### src/rtl/x86_multiply_divide_unit_core_macros.svh
// Assertion macros shared by the multiply/divide unit
`ifndef X86_MULTIPLY_DIVIDE_UNIT_CORE_MACROS_SVH
`define X86_MULTIPLY_DIVIDE_UNIT_CORE_MACROS_SVH

// same-cycle implication under the block clock and reset
`define MDU_ASSERT_IMP(lbl, ante, cons) \
	lbl: assert property (@(posedge clk) disable iff (!arst_n) (ante) |-> (cons)) \
		else $error("multiply/divide unit assertion failed");

// next-cycle implication under the block clock and reset
`define MDU_ASSERT_NXT(lbl, ante, cons) \
	lbl: assert property (@(posedge clk) disable iff (!arst_n) (ante) |=> (cons)) \
		else $error("multiply/divide unit assertion failed");

`endif

### src/rtl/mdu_pkg.sv
// Types and constants of the multiply/divide unit
package mdu_pkg;
	localparam int OP_WORD_BIT = 0;
	localparam int OP_SGN_BIT = 1;
	localparam int OP_DIV_BIT = 2;
	localparam int STEPS_PER_STAGE = 8;
	localparam int DIV_STAGES = 4;

	typedef struct packed {
		logic [2:0]  op;
		logic [15:0] acc_low;
		logic [15:0] acc_high;
		logic [15:0] operand;
	} mdu_in_t;

	typedef struct packed {
		logic [15:0] new_acc_low;
		logic [15:0] new_acc_high;
		logic        carry_overflow;
		logic        divide_error;
	} mdu_out_t;

	typedef struct packed {
		logic [2:0]  op;
		logic [15:0] ax;
		logic [15:0] dx;
		logic [31:0] prod;
		logic [15:0] rem;
		logic [31:0] qd;
		logic [15:0] dvs;
		logic        q_neg;
		logic        r_neg;
		logic        dvz;
	} mdu_pipe_t;
endpackage

### src/rtl/x86_multiply_divide_unit_core.sv
// Top level of the pipelined 8086 multiply/divide unit
//
// channel | dir | handshake           | payload
// in      | in  | in_valid/in_ready   | in_data  (op, acc_low, acc_high, operand)
// out     | out | out_valid/out_ready | out_data (new AX/DX, flags)
//
// Six register stages: prepare and multiply, four divide stages of eight
// restoring steps each (32 steps total), then sign fix and output register.
// One item per cycle while the pipe advances. The whole pipe advances together
// when the output register is empty or being taken. Reset clears valid bits only.
module x86_multiply_divide_unit_core (
	input  logic              clk,
	input  logic              arst_n,
	input  logic              in_valid,
	output logic              in_ready,
	input  mdu_pkg::mdu_in_t  in_data,
	output logic              out_valid,
	input  logic              out_ready,
	output mdu_pkg::mdu_out_t out_data
);
	import mdu_pkg::*;

	`include "x86_multiply_divide_unit_core_macros.svh"

	logic      adv;
	logic      v_s [DIV_STAGES+1];
	mdu_pipe_t d_s [DIV_STAGES+1];

	assign adv = !out_valid || out_ready;
	assign in_ready = adv;

	mdu_prep u_prep (
		.clk(clk), .arst_n(arst_n), .adv(adv),
		.in_valid(in_valid), .in_data(in_data),
		.valid_s1(v_s[0]), .data_s1(d_s[0])
	);

	for (genvar g = 0; g < DIV_STAGES; g++) begin : g_div
		mdu_div_stage u_div (
			.clk(clk), .arst_n(arst_n), .adv(adv),
			.valid_in(v_s[g]), .data_in(d_s[g]),
			.valid_q(v_s[g+1]), .data_q(d_s[g+1])
		);
	end

	mdu_finish u_finish (
		.clk(clk), .arst_n(arst_n), .adv(adv),
		.valid_in(v_s[DIV_STAGES]), .data_in(d_s[DIV_STAGES]),
		.out_valid(out_valid), .out_data(out_data)
	);

	`MDU_ASSERT_IMP(a_derr_no_cof, out_valid && out_data.divide_error, !out_data.carry_overflow)
	`MDU_ASSERT_NXT(a_s1_handoff, v_s[0] && adv, v_s[1])
	`MDU_ASSERT_NXT(a_last_hold, v_s[DIV_STAGES] && !adv, v_s[DIV_STAGES])
endmodule

### src/rtl/mdu_prep.sv
// First stage: multiply, operand magnitudes and sign bookkeeping
module mdu_prep (
	input  logic               clk,
	input  logic               arst_n,
	input  logic               adv,
	input  logic               in_valid,
	input  mdu_pkg::mdu_in_t   in_data,
	output logic               valid_s1,
	output mdu_pkg::mdu_pipe_t data_s1
);
	import mdu_pkg::*;

	logic               word, sgn;
	logic signed [16:0] a_ext, b_ext;
	logic signed [33:0] prod;
	logic [31:0]        dvd, dabs;
	logic [15:0]        dvs, vabs;
	logic               dneg, vneg;
	mdu_pipe_t          nxt;

	always_comb begin
		word = in_data.op[OP_WORD_BIT];
		sgn = in_data.op[OP_SGN_BIT];
		a_ext = word ? {sgn & in_data.acc_low[15], in_data.acc_low}
			: {{9{sgn & in_data.acc_low[7]}}, in_data.acc_low[7:0]};
		b_ext = word ? {sgn & in_data.operand[15], in_data.operand}
			: {{9{sgn & in_data.operand[7]}}, in_data.operand[7:0]};
		prod = a_ext * b_ext;
		dvd = word ? {in_data.acc_high, in_data.acc_low}
			: {{16{sgn & in_data.acc_low[15]}}, in_data.acc_low};
		dvs = word ? in_data.operand
			: {{8{sgn & in_data.operand[7]}}, in_data.operand[7:0]};
		dneg = sgn & dvd[31];
		vneg = sgn & dvs[15];
		dabs = dneg ? (32'd0 - dvd) : dvd;
		vabs = vneg ? (16'd0 - dvs) : dvs;
		nxt.op = in_data.op;
		nxt.ax = in_data.acc_low;
		nxt.dx = in_data.acc_high;
		nxt.prod = prod[31:0];
		nxt.rem = 16'd0;
		nxt.qd = dabs;
		nxt.dvs = vabs;
		nxt.q_neg = dneg ^ vneg;
		nxt.r_neg = dneg;
		nxt.dvz = word ? (in_data.operand == 16'd0) : (in_data.operand[7:0] == 8'd0);
	end

	always_ff @(posedge clk or negedge arst_n) begin
		if (!arst_n) begin
			valid_s1 <= 1'b0;
		end else if (adv) begin
			valid_s1 <= in_valid;
		end
	end

	always_ff @(posedge clk) begin
		if (adv) begin
			data_s1 <= nxt;
		end
	end
endmodule

### src/rtl/mdu_div_stage.sv
// Divide stage: a slice of restoring division steps and its register
module mdu_div_stage (
	input  logic               clk,
	input  logic               arst_n,
	input  logic               adv,
	input  logic               valid_in,
	input  mdu_pkg::mdu_pipe_t data_in,
	output logic               valid_q,
	output mdu_pkg::mdu_pipe_t data_q
);
	import mdu_pkg::*;

	mdu_pipe_t   nxt;
	logic [16:0] t;
	logic        ge;

	always_comb begin
		nxt = data_in;
		t = 17'd0;
		ge = 1'b0;
		for (int i = 0; i < STEPS_PER_STAGE; i++) begin
			t = {nxt.rem, nxt.qd[31]};
			ge = (t >= {1'b0, nxt.dvs});
			if (ge) begin
				t = t - {1'b0, nxt.dvs};
			end
			nxt.rem = t[15:0];
			nxt.qd = {nxt.qd[30:0], ge};
		end
	end

	always_ff @(posedge clk or negedge arst_n) begin
		if (!arst_n) begin
			valid_q <= 1'b0;
		end else if (adv) begin
			valid_q <= valid_in;
		end
	end

	always_ff @(posedge clk) begin
		if (adv) begin
			data_q <= nxt;
		end
	end
endmodule

### src/rtl/mdu_finish.sv
// Last stage: sign fix, flags and result assembly into the output register
module mdu_finish (
	input  logic               clk,
	input  logic               arst_n,
	input  logic               adv,
	input  logic               valid_in,
	input  mdu_pkg::mdu_pipe_t data_in,
	output logic               out_valid,
	output mdu_pkg::mdu_out_t  out_data
);
	import mdu_pkg::*;

	logic [15:0] q16, r16;
	logic        word, sgn;
	mdu_out_t    nxt;

	always_comb begin
		word = data_in.op[OP_WORD_BIT];
		sgn = data_in.op[OP_SGN_BIT];
		q16 = data_in.q_neg ? (16'd0 - data_in.qd[15:0]) : data_in.qd[15:0];
		r16 = data_in.r_neg ? (16'd0 - data_in.rem) : data_in.rem;
		nxt.new_acc_low = data_in.ax;
		nxt.new_acc_high = data_in.dx;
		nxt.carry_overflow = 1'b0;
		nxt.divide_error = 1'b0;
		if (data_in.op[OP_DIV_BIT]) begin
			if (data_in.dvz) begin
				nxt.divide_error = 1'b1;
			end else if (word) begin
				nxt.new_acc_low = q16;
				nxt.new_acc_high = r16;
			end else begin
				nxt.new_acc_low = {r16[7:0], q16[7:0]};
			end
		end else if (word) begin
			nxt.new_acc_low = data_in.prod[15:0];
			nxt.new_acc_high = data_in.prod[31:16];
			nxt.carry_overflow = sgn ? (data_in.prod[31:16] != {16{data_in.prod[15]}})
				: (data_in.prod[31:16] != 16'd0);
		end else begin
			nxt.new_acc_low = data_in.prod[15:0];
			nxt.carry_overflow = sgn ? (data_in.prod[15:8] != {8{data_in.prod[7]}})
				: (data_in.prod[15:8] != 8'd0);
		end
	end

	always_ff @(posedge clk or negedge arst_n) begin
		if (!arst_n) begin
			out_valid <= 1'b0;
		end else if (adv) begin
			out_valid <= valid_in;
		end
	end

	always_ff @(posedge clk) begin
		if (adv) begin
			out_data <= nxt;
		end
	end
endmodule

### config.mk
export PLATFORM = sky130hd
export DESIGN_NAME = x86_multiply_divide_unit_core
export DESIGN_NICKNAME = d
export VERILOG_FILES = /design/src/rtl/mdu_pkg.sv /design/src/rtl/x86_multiply_divide_unit_core.sv /design/src/rtl/mdu_prep.sv /design/src/rtl/mdu_div_stage.sv /design/src/rtl/mdu_finish.sv
export VERILOG_INCLUDE_DIRS = /design/src /design/src/rtl
export SDC_FILE = /design/constraint.sdc
export NUM_CORES = 2
export LEC_CHECK = 0
export BUFFER_PORTS_ARGS = -buffer_cell sky130_fd_sc_hd__buf_4
export CORE_MARGIN = 5
export CORE_UTILIZATION = 66
export CTS_CLUSTER_DIAMETER = 50
export DETAILED_ROUTE_END_ITERATION = 8
export GPL_TIMING_DRIVEN = 0
export PLACE_DENSITY = 0.92
export SLEW_MARGIN = 10
export SYNTH_ARGS = -nofsm -noshare
export SYNTH_HDL_FRONTEND = slang
export SYNTH_SLANG_ARGS = --single-unit
### constraint.sdc
create_clock -name clk -period 37.5 [get_ports clk]
set_input_delay 3.75 -clock clk [delete_from_list [all_inputs] [get_ports clk]]
set_output_delay 3.75 -clock clk [all_outputs]
set_load 0.01 [all_outputs]
==> key figures <==
Critical path
  • Crit start category: flip-flop
  • Crit. Startpoint: g_div[0].u_div.data_q[4]
  • Worst-path fanout max: 10
  • Worst Path Required: around 38 ns
  • Critical Path Max Stage Delay: around 0.84 ns
  • R2R Path Start: g_div[0].u_div.data_q[4]
  • Arr. time, crit path: 32.49 ns
  • Cell repeated most along the worst path: o21ai_0
  • Worst setup EP type: flip-flop
  • Critical path type: reg2reg
  • Max stage delay cell, worst path: edfxtp_1

Synthesis
  • Post-Syn Area: 59000 um2
  • Synth Area in Adders: 0.230
  • Mux cell area share after synthesis: 0.0599
  • EDFF count, synth: 612
  • Top cell type by total area after synthesis: edfxtp_1
  • Compound-Gate Fraction of Synth Area: 0.149
  • Simple-gate portion of the synthesized area: 0.134
  • Mapped Cells: 6085
  • Synth Net Count: approximately 7000
  • Ranking of synthesized cells by area: edfxtp_1 (31%), ha_1 (12%), fa_1 (11%), mux2_2 (4.7%), xnor2_1 (4.5%)
  • Largest family of logic cells by synthesized area: adder cells
  • Area share of the largest cell type after synthesis: 0.312
  • Post-Synth XOR/XNOR Area: 0.0640
  • Yosys warning count: 0
  • Ys flop type: edfxtp_1
  • Count of cell types in the netlist: 91
  • Async S/R FF share, synth: 0.00971
  • Avg Inst Size Synth: 9.69 um2
  • Sequential share of the synthesized area: 0.314
  • Register bit total from synthesis: 618

Global routing
  • First-pass GRT wire length: 261000 um
  • Largest net degree at the start of global routing: 140
  • Initial antenna violation count: 17
  • Grt ovf: 0
  • Overall Global Routing Usage: 0.344
  • Vias in the first global route: 48895

Floorplan
  • Io pins: 91
  • Width of the die: 309 um
  • Initial Util: 0.666
  • Die height: 309 um
  • Row cnt: 109
  • Core area: 88500 um2
  • Die area: between 90000 and 100000 um2

STA
  • TNS Setup: 0 ns
  • Max transition margin: 0.206
  • Final Setup Violations: 0
  • Final worst path period need: 32.18 ns
  • Clock skew: around 0.034 ns
  • Achievable Freq: 31.1 MHz
  • Worst-margin pin slew: 1.19 ns
  • RSZ-0062 raised after global routing: no
  • Fin crit share: 0.858
  • Pins over their slew limit: 0
  • Final Hold Vio Count: 0

Clock tree
  • Root Driver: clkbuf_16
  • TritonCTS Buffers: 67
  • Skew-Pair Late Insertion Delay: 0.62 ns
  • CTS tree: yes
  • Max clock buf depth: 3
  • Clock sinks: 618
  • Hold Buf Count CTS: 0
  • Max H-tree Level: 3
  • Setup bufs post-CTS: 0
  • Clock-pin slew on the worst setup and hold paths: ~0.060 ns
  • Cts repair resizes: 0

Place
  • Final HPWL DP: about 130000 um
  • PortBufs: 88
  • Placed cell count: 7342
  • Routability congestion estimate: 1.02

Run
  • MaxCap Viol Count: 0

Routing
  • Metal-1 WL: 61700 um
  • Vias: 48802
  • Total routed wirelength: 168000 um
  • Wire length per cell: roughly 22 um
  • Initial DRC count: 5553
  • Met3 routed WL: around 18000 um
  • Drc violations: 0
  • Max layer used: met5
  • Final ANT Viol Nets: 0
  • DRT Pass-1 Iters: 8
  • Met2 wire length: 77000 um
  • Vias per inst: 6.52

Cells and area
  • Fin cells: roughly 7500
  • Layout cell share with drive strength beyond 1: 0.0819
  • Nets: 7198
  • Area growth syn-to-layout: 7.65%
  • Final core utilization: 0.717

Worst hold path
  • Worst hold start: g_div[2].u_div.data_q[101]
  • Hold WC Path Type: reg2reg

Status
  • Status: complete, no violations
cells in the mapped netlist (21+ instances only):
| cell type | count |
|---|---|
| o21bai_1 | 37 |
| mux2i_1 | 67 |
| xor2_1 | 127 |
| nor2b_1 | 90 |
| o21a_1 | 98 |
| a31oi_1 | 26 |
| ha_1 | 584 |
| nor4_1 | 45 |
| nand2b_1 | 72 |
| o211ai_1 | 31 |
| mux2_2 | 244 |
| and2_1 | 71 |
| nand2_1 | 549 |
| a21o_1 | 136 |
| nor2_1 | 437 |
| clkbuf_1 | 116 |
| nor3_1 | 85 |
| or2_2 | 21 |
| and3_1 | 22 |
| edfxtp_1 | 612 |
| a211oi_1 | 35 |
| or3_1 | 51 |
| o31ai_1 | 46 |
| fa_1 | 313 |
| o22ai_1 | 21 |
| inv_1 | 608 |
| nand4_1 | 97 |
| a21boi_0 | 51 |
| o21ai_0 | 322 |
| nand3_1 | 91 |
| xnor2_1 | 304 |
| a21oi_1 | 428 |
routing by layer:
metal	vias up	global-route usage
met5	-	0
met2	2927	0.566
met4	4	0.187
met3	739	0.0798
li1	22073	-
met1	23059	0.425
cell type report:
type | instances | area (um2)
diodes | 16 | 40.0
plain buffers | 137 | 528
clock buffers | 74 | 1750
clock inverters | 48 | 489
fillers | 6092 | 25000
inverters | 616 | 2320
multi-input cells | 4714 | 37600
flip-flops and latches | 618 | 18500
well taps | 1165 | 1460
repair buffers | 92 | 771
critical path, delay by kind of cell, from the launching register on:
kind / cells / cell delay [ns]
muxes: 1 / 0.41
DFF: 1 / 0.84
buffers and inverters: 17 / 5.74
AOI/OAI and AO/OA: 71 / 17.28
and+or+nand+nor: 28 / 4.78
adders and majority gates: 8 / 2.81
cell families after synthesis:
family                     Yosys count
and+or+nand+nor                   1677
AOI/OAI and AO/OA                 1388
adders and majority gates          897
buffers and inverters              753
DFF                                618
xor gates and xnor gates           431
muxes                              321
stage by stage:
step / worst slack (ns) / cell area (um2) / hold slack [ns]
floorplan: 13.30 / 59000 / 0.400
global placement: 7.86 / 61100 / 0.401
detailed placement: 7.01 / 61200 / 0.405
CTS: 6.30 / 63400 / 0.395
global route: 3.45 / 63500 / 0.400
finish: 5.32 / 63500 / 0.396
flip-flops by register name, summed over array words and instances (netlist names):
signal               flops
u_prep.valid_s1          1
u_prep.data_s1         117
u_finish.out_valid       1
g_div.u_div.data_q     461
g_div.u_div.valid_q      4
u_finish.out_data       34
path summary, 6_finish.rpt:
path / slack (ns) / depth (start not counted) / to
worst max-delay path: 5.32 / 125 / g_div[1].u_div.data_q[65]
worst min-delay path: 0.40 / 0 / g_div[3].u_div.data_q[101]
worst max register to register: 5.32 / 125 / g_div[1].u_div.data_q[65]
worst min register to register: 0.40 / 0 / g_div[3].u_div.data_q[101]
max in group asynchronous: 34.44 / 1 / g_div[1].u_div.valid_q
min in group asynchronous: 2.95 / 1 / g_div[0].u_div.valid_q
cell usage in the layout, fill, tap and decap left out, drive strengths merged, types with 113 or more instances in the layout:
master / synthesis / routed
a21o: 136 / 136
a21oi: 429 / 429
buf: 21 / 113
clkbuf: 116 / 190
edfxtp: 612 / 612
fa: 313 / 313
ha: 584 / 584
inv: 614 / 624
mux2: 254 / 254
nand2: 549 / 549
nor2: 438 / 438
o21ai: 326 / 326
xnor2: 304 / 304
xor2: 127 / 127
Power is not shown: default switching activity piles up to over one toggle a cycle in this logic, so the estimate is an artifact.
